--- src/thfd_pkg.sv ---
// ---------------------------------------------------------------------------
// thfd_pkg
// shared types, codes and the byte-wide crc-8 update for the frame decoder
// ---------------------------------------------------------------------------
package thfd_pkg;

   typedef enum logic [1:0] {
      STATUS_OK      = 2'd0,
      STATUS_CRC_ERR = 2'd1,
      STATUS_FAMILY  = 2'd2
   } status_type;

   localparam logic       FUNC_ROM     = 1'b0;
   localparam logic       FUNC_SCRATCH = 1'b1;

   localparam logic [7:0] CRC_POLY_REFL = 8'h8C;

   localparam logic [7:0] FAMILY_OLD   = 8'h10;
   localparam logic [7:0] FAMILY_NEW_A = 8'h28;
   localparam logic [7:0] FAMILY_NEW_B = 8'h22;

   localparam logic [7:0] PER_DEGREE_NOMINAL = 8'h10;
   localparam logic [15:0] OLD_FRAC_MASK     = 16'hFFF0;
   localparam logic [15:0] OLD_REMAIN_BIAS   = 16'd12;

   localparam logic [7:0] RES_MASK   = 8'h60;
   localparam logic [7:0] RES_9BIT   = 8'h00;
   localparam logic [7:0] RES_10BIT  = 8'h20;
   localparam logic [7:0] RES_11BIT  = 8'h40;

   localparam logic [3:0] IDX_ROM_FAMILY  = 4'd0;
   localparam logic [3:0] IDX_ROM_LAST    = 4'd7;
   localparam logic [3:0] IDX_SP_TEMP_LO  = 4'd0;
   localparam logic [3:0] IDX_SP_TEMP_HI  = 4'd1;
   localparam logic [3:0] IDX_SP_CONFIG   = 4'd4;
   localparam logic [3:0] IDX_SP_REMAIN   = 4'd6;
   localparam logic [3:0] IDX_SP_PER_DEG  = 4'd7;
   localparam logic [3:0] IDX_SP_LAST     = 4'd8;
   localparam logic [3:0] IDX_MAX         = 4'd15;

   function automatic logic [7:0] crc8_byte(input logic [7:0] crc_in,
                                            input logic [7:0] data_in);
      logic [7:0] crc;
      logic [7:0] data;
      logic       mix;
      crc  = crc_in;
      data = data_in;
      for (int i = 0; i < 8; i++) begin
         mix  = crc[0] ^ data[0];
         crc  = {1'b0, crc[7:1]};
         if (mix) begin
            crc = crc ^ CRC_POLY_REFL;
         end
         data = {1'b0, data[7:1]};
      end
      return crc;
   endfunction

endpackage

--- src/thermometer_frame_decoder_unit.sv ---
// ---------------------------------------------------------------------------
// thermometer_frame_decoder_unit
// decodes rom identity and scratchpad frames read from a temperature sensor
// ---------------------------------------------------------------------------
// usage:
//   req_ channel carries one bus byte per item in req_tdata; req_tuser
//   tags it as rom or scratchpad and marks the first byte of a frame.
//   the byte goes into an input register, then one pass of logic runs the
//   crc-8, byte position and captures and loads the result register.
//   rom byte 7 and scratchpad byte 8 each give one item on rsp_; all
//   other bytes give none.
//   rsp_tvalid is registered: an end byte passes the input register and
//   then the result register; a stalled result keeps it in the input register.
//   throughput: one item per cycle, limited only by rsp_tready.
//   reset clears the crc, byte count, old-part flag and both stages;
//   captured bytes hold garbage until a frame writes them.
//   when the receiver stalls, the result holds and the input register
//   fills, then req_tready drops; no item is lost.
// ---------------------------------------------------------------------------
module thermometer_frame_decoder_unit
   import thfd_pkg::*;
(
   input  logic        clock,
   input  logic        reset,
   input  logic        req_tvalid,
   output logic        req_tready,
   input  logic [7:0]  req_tdata,   // data_byte
   input  logic [1:0]  req_tuser,   // func, first_byte
   output logic        rsp_tvalid,
   input  logic        rsp_tready,
   output logic [23:0] rsp_tdata,   // status[1:0], old_part, temperature[15:0], zero pad
   output logic        rsp_tuser    // frame_kind
);

   logic        in_valid_ff, in_valid_in;
   logic        in_func_ff;
   logic        in_first_ff;
   logic [7:0]  in_byte_ff;

   logic [7:0]  crc_ff, crc_in;
   logic [3:0]  count_ff, count_in;
   logic        old_ff, old_in;

   logic [7:0]  temp_low_ff, temp_high_ff, config_ff, remain_ff, per_deg_ff, family_ff;

   logic        out_valid_ff, out_valid_in;
   logic        out_kind_ff;
   status_type  out_status_ff;
   logic        out_old_ff;
   logic [15:0] out_temp_ff;

   logic        advance;
   logic        take;
   logic [3:0]  idx;
   logic [7:0]  crc_base;
   logic [7:0]  crc_next;
   logic        rom_end, sp_end;
   status_type  status_val;
   logic [15:0] raw;
   logic [15:0] temp_val;

   assign advance    = !out_valid_ff || rsp_tready;
   assign take       = in_valid_ff && advance;
   assign req_tready = !in_valid_ff || advance;

   assign idx      = in_first_ff ? 4'd0 : count_ff;
   assign crc_base = in_first_ff ? 8'd0 : crc_ff;
   assign crc_next = crc8_byte(crc_base, in_byte_ff);
   assign rom_end  = (in_func_ff == FUNC_ROM) && (idx == IDX_ROM_LAST);
   assign sp_end   = (in_func_ff == FUNC_SCRATCH) && (idx == IDX_SP_LAST);

   always_comb begin
      old_in     = old_ff;
      status_val = STATUS_OK;
      if (crc_next != 8'd0) begin
         status_val = STATUS_CRC_ERR;
      end else if (rom_end) begin
         priority if (family_ff == FAMILY_OLD) begin
            old_in = 1'b1;
         end else if (family_ff == FAMILY_NEW_A || family_ff == FAMILY_NEW_B) begin
            old_in = 1'b0;
         end else begin
            status_val = STATUS_FAMILY;
         end
      end
      if (!take || !rom_end) begin
         old_in = old_ff;
      end
   end

   always_comb begin
      raw = {temp_high_ff, temp_low_ff};
      if (old_ff) begin
         temp_val = {raw[12:0], 3'b000};
         if (per_deg_ff == PER_DEGREE_NOMINAL) begin
            temp_val = (temp_val & OLD_FRAC_MASK) + OLD_REMAIN_BIAS - {8'd0, remain_ff};
         end
      end else begin
         unique case (config_ff & RES_MASK)
            RES_9BIT:  temp_val = raw & 16'hFFF8;
            RES_10BIT: temp_val = raw & 16'hFFFC;
            RES_11BIT: temp_val = raw & 16'hFFFE;
            default:   temp_val = raw;
         endcase
      end
   end

   always_comb begin
      in_valid_in  = in_valid_ff;
      if (req_tvalid && req_tready) begin
         in_valid_in = 1'b1;
      end else if (take) begin
         in_valid_in = 1'b0;
      end
      crc_in   = take ? crc_next : crc_ff;
      count_in = count_ff;
      if (take) begin
         count_in = (idx == IDX_MAX) ? IDX_MAX : idx + 4'd1;
      end
      out_valid_in = out_valid_ff;
      if (take && (rom_end || sp_end)) begin
         out_valid_in = 1'b1;
      end else if (rsp_tready) begin
         out_valid_in = 1'b0;
      end
   end

   always_ff @(posedge clock) begin
      if (reset) begin
         in_valid_ff  <= 1'b0;
         crc_ff       <= 8'd0;
         count_ff     <= 4'd0;
         old_ff       <= 1'b0;
         out_valid_ff <= 1'b0;
      end else begin
         in_valid_ff  <= in_valid_in;
         crc_ff       <= crc_in;
         count_ff     <= count_in;
         old_ff       <= old_in;
         out_valid_ff <= out_valid_in;
      end
   end

   always_ff @(posedge clock) begin
      if (req_tvalid && req_tready) begin
         in_byte_ff  <= req_tdata;
         in_func_ff  <= req_tuser[0];
         in_first_ff <= req_tuser[1];
      end
      if (take) begin
         if (in_func_ff == FUNC_ROM) begin
            if (idx == IDX_ROM_FAMILY) begin
               family_ff <= in_byte_ff;
            end
         end else begin
            if (idx == IDX_SP_TEMP_LO) begin
               temp_low_ff <= in_byte_ff;
            end
            if (idx == IDX_SP_TEMP_HI) begin
               temp_high_ff <= in_byte_ff;
            end
            if (idx == IDX_SP_CONFIG) begin
               config_ff <= in_byte_ff;
            end
            if (idx == IDX_SP_REMAIN) begin
               remain_ff <= in_byte_ff;
            end
            if (idx == IDX_SP_PER_DEG) begin
               per_deg_ff <= in_byte_ff;
            end
         end
         if (rom_end || sp_end) begin
            out_kind_ff   <= in_func_ff;
            out_status_ff <= status_val;
            out_old_ff    <= old_in;
            out_temp_ff   <= sp_end ? temp_val : 16'd0;
         end
      end
   end

   assign rsp_tvalid = out_valid_ff;
   assign rsp_tuser  = out_kind_ff;
   assign rsp_tdata  = {5'd0, out_temp_ff, out_old_ff, out_status_ff};

endmodule

--- config.mk ---
export PLATFORM = sky130hd
export DESIGN_NAME = thermometer_frame_decoder_unit
export DESIGN_NICKNAME = d
export VERILOG_FILES = /design/src/thfd_pkg.sv /design/src/thermometer_frame_decoder_unit.sv
export SDC_FILE = /design/constraint.sdc
export NUM_CORES = 1
export LEC_CHECK = 0
export BUFFER_PORTS_ARGS = -buffer_cell sky130_fd_sc_hd__buf_2
export CORE_MARGIN = 2
export CORE_UTILIZATION = 30
export DETAILED_ROUTE_END_ITERATION = 10
export GPL_TIMING_DRIVEN = 0
export PLACE_DENSITY = 0.47
export SYNTH_ARGS = -nofsm -noshare
export SYNTH_HDL_FRONTEND = slang
export SYNTH_SLANG_ARGS = --single-unit
export TNS_END_PERCENT = 20
--- constraint.sdc ---
create_clock -name clock -period 3.6 [get_ports clock]
set_input_delay 0.36 -clock clock [delete_from_list [all_inputs] [get_ports clock]]
set_output_delay 0.36 -clock clock [all_outputs]
set_load 0.01 [all_outputs]
==> out/metrics.cfg <==
[timing]
slew_violations=0
fin_tns_setup_ns=0
fin_worst_skew_ns=0.005321
finalSetupViolCount=0
fmax_mhz=312.4
tightest_slew_ns=0.9570
period_share=0.8892
grt_setup_unrepaired=false
finalHoldViolCount=0
slew_headroom=0.3567
fin_crit_ns=3.201

[routing]
ant_nets=0
drcViolationCount=0
met3WireLength_um=397
wl_met1_mm=4.133
num_vias=2785
firstDrtPassIters=4
routed_wl_mm=9.059
via_per_inst=4.689
drtIter0Drc=168
wl_per_cell_um=15.25
top_layer=met4
wl_met2_mm=4.356

[synth]
synthSimpleGateAreaFrac=0.1474
synth_top_area_cell=edfxtp_1
synth_area_leaders=edfxtp_1 52%, dfxtp_1 7.2%, xnor2_1 4.2%
synth.cell_area_um2=4193
synthMuxAreaShare=0.01224
synth-warning-count=0
syn_area_per_cell_um2=11.68
yosys_register_bits=87
synth_top_area_frac=0.5157
synth-compound-area-share=0.1083
synth.distinct_cells=50
synth_edf_count=72
yosysMostFrequentCell=edfxtp_1
synthXorXnorAreaFrac=0.07848
syn_inst=359
synth_top_family_by_area=simple AND/OR/NAND/NOR gates
synth_ff_type=edfxtp_1
synth-adder-area-share=0.02686
yosysSeqAreaShare=0.5873
async_reset_ff_frac=0
yosys-top-cells-count=72 x edfxtp_1, 37 x nor2_1, 31 x nand2_1

[clocking]
clk_latency_ns=0.34
cts_resized=0
postCtsSetupBuffers=0
clock-root-buffer=clkbuf_16
htreeDepth=3
cts_sinks=87
clk_path_buf_depth=2
cts_hold_buf=0
numCtsBuffers=9
cts_tree=built
clk_pin_slew_ns=0.06

[power_and_ir_drop]
p_leak_uw=0.001652
combPwrFrac=0.106
p_clk_frac=0.389
p_int_uw=1777
sequentialPowerShare=0.505
power_density_nw_per_um2=472.0
irDropWorstVdd_uv=254.8
switchingPower_uw=538.1
p_sw_frac=0.2324

[die]
die_h_um=122.2
fp-row-count=43
initial_core_util=0.3044
die_area_um2=14940
core-area_um2=13770
chipWidth_um=122.2
io_pins=41

[global_routing]
grt_util_all_layers=0.1320
grt_pass1_vias=2799
grt_pass1_wl_mm=14.55
antenna_found_initial=0
grt_overflow=0
grt_max_degree=21

[placed_design]
port-buffer-count=35
place_congestion=0.9110
dpl.hpwl_mm=6.601

[flow_run]
max_cap_viol_count=0

[finish]
drive_gt1_frac=0.1522
fillers=1427
num_antenna_cells=0
syn_to_final_growth_pct=17.01
fin_nets=432
post-route-util=0.3562

[critical_path]
worst_ep_arrival_time_ns=3.16
critPathLaunchType=flop
crit_end=out_temp_ff[9]
reg2reg_depth=9
startpoint=in_first_ff
setup.worst_path.class=reg -> reg
endpoint_kind=flop
crit_fanout=20
cp_data_required_time_ns=3.56
worst_r2r_endpoint=out_temp_ff[9]
worstReg2RegStart=in_first_ff
r2r_slack_ns=0.40

[status]
status=finished, final reports clean

[min_path]
hold_start=req_tuser[1]
hold_class=in -> reg
hold_depth=1

## logic make-up (layout without fill, tap and decap cells)
logic type / count (synthesis) / after routing
AND/OR/NAND/NOR: 123 / 123
flip-flops: 87 / 87
AO/OA/AOI/OAI: 65 / 65
buffers and inverters: 37 / 88
XOR/XNOR: 32 / 32
adder cells (fa/ha/maj): 9 / 9
multiplexers: 5 / 5
other: 1 / 5
## worst min path at each step
stage / end / slack [ns]
3_5_place_dp: crc_ff[5] / 0.46
4_1_cts: in_first_ff / 0.18
5_1_grt: in_byte_ff[5] / 0.18
2_1_floorplan: count_ff[0] / 0.43
3_3_place_gp: crc_ff[5] / 0.45
6_report: in_first_ff / 0.20
## metrics by stage
step	cells	area (um^2)	total power (uW)	hold slack, ns	setup WS, ns
2_1_floorplan	363	4208	1371	0.4328	1.103
3_3_place_gp	578	4608	1435	0.4522	0.3464
3_5_place_dp	578	4614	1439	0.4585	0.3422
4_1_cts	594	4906	2350	0.1790	0.3284
5_1_grt	594	4906	2420	0.1807	0.006008
6_report	594	4906	2315	0.1967	0.3991
## power by group through the flow
stage,clock (uW),sequential [uW],combinational [uW]
after CTS,932,1170,248
after floorplan,0,1170,201
after detailed placement,0,1190,247
after global placement,0,1190,244
after global routing,969,1180,276
final,901,1170,245
## cells in the final DEF (no fill, tap or decap), types with 8 or more instances in the layout
| cell type | Yosys | routed |
|---|---|---|
| o21ai_0 | 10 | 10 |
| ha_1 | 9 | 9 |
| dfxtp_1 | 15 | 15 |
| nand2b_1 | 8 | 8 |
| clkbuf_16 | 0 | 9 |
| nand2_1 | 31 | 31 |
| a211oi_1 | 13 | 13 |
| buf_2 | 0 | 35 |
| xnor2_1 | 20 | 20 |
| xor2_1 | 8 | 8 |
| nor2_1 | 37 | 37 |
| inv_1 | 17 | 17 |
| a21oi_1 | 17 | 17 |
| clkbuf_1 | 13 | 15 |
| edfxtp_1 | 72 | 72 |
## layout make-up
cell class                 instances  area [um^2]  area share
clock inverter                     5        58.81     0.01199
sequential                        87         2462      0.5019
tap                              180        225.2     0.04591
clock buffer                      11        232.7     0.04744
buffer                            19        93.84     0.01913
inverter                          18        67.56     0.01377
timing repair buffer              35        175.2     0.03571
multi-input combinational        239         1590      0.3242
## layer usage
metal	global-route usage	up-vias
li1	-	1392
met1	0.1564	1317
met2	0.2292	64
met3	0.03996	12
met4	0.04167	0
met5	0	-
## flip-flops by register name, summed over array words and instances (netlist names)
| register | count |
|---|---|
| temp_high_ff | 8 |
| temp_low_ff | 8 |
| in_first_ff | 1 |
| per_deg_ff | 8 |
| in_byte_ff | 8 |
| out_status_ff | 2 |
| out_old_ff | 1 |
| crc_ff | 8 |
| in_valid_ff | 1 |
| in_func_ff | 1 |
| config_ff | 2 |
| family_ff | 8 |
| old_ff | 1 |
| rsp_tvalid | 1 |
| count_ff | 4 |
| remain_ff | 8 |
| rsp_tuser | 1 |
| out_temp_ff | 16 |
## worst max-delay path: stages (launching register included)
cell      delay, ns
edfxtp_1       0.44
clkinv_1       0.29
nand2_1        0.22
ha_1           0.20
nand3_1        0.09
or3b_2         0.45
clkbuf_1       0.29
nand2_1        0.14
nand2_1        0.07
inv_1          0.62
No activity file was read; power rests on OpenSTA's default activity.
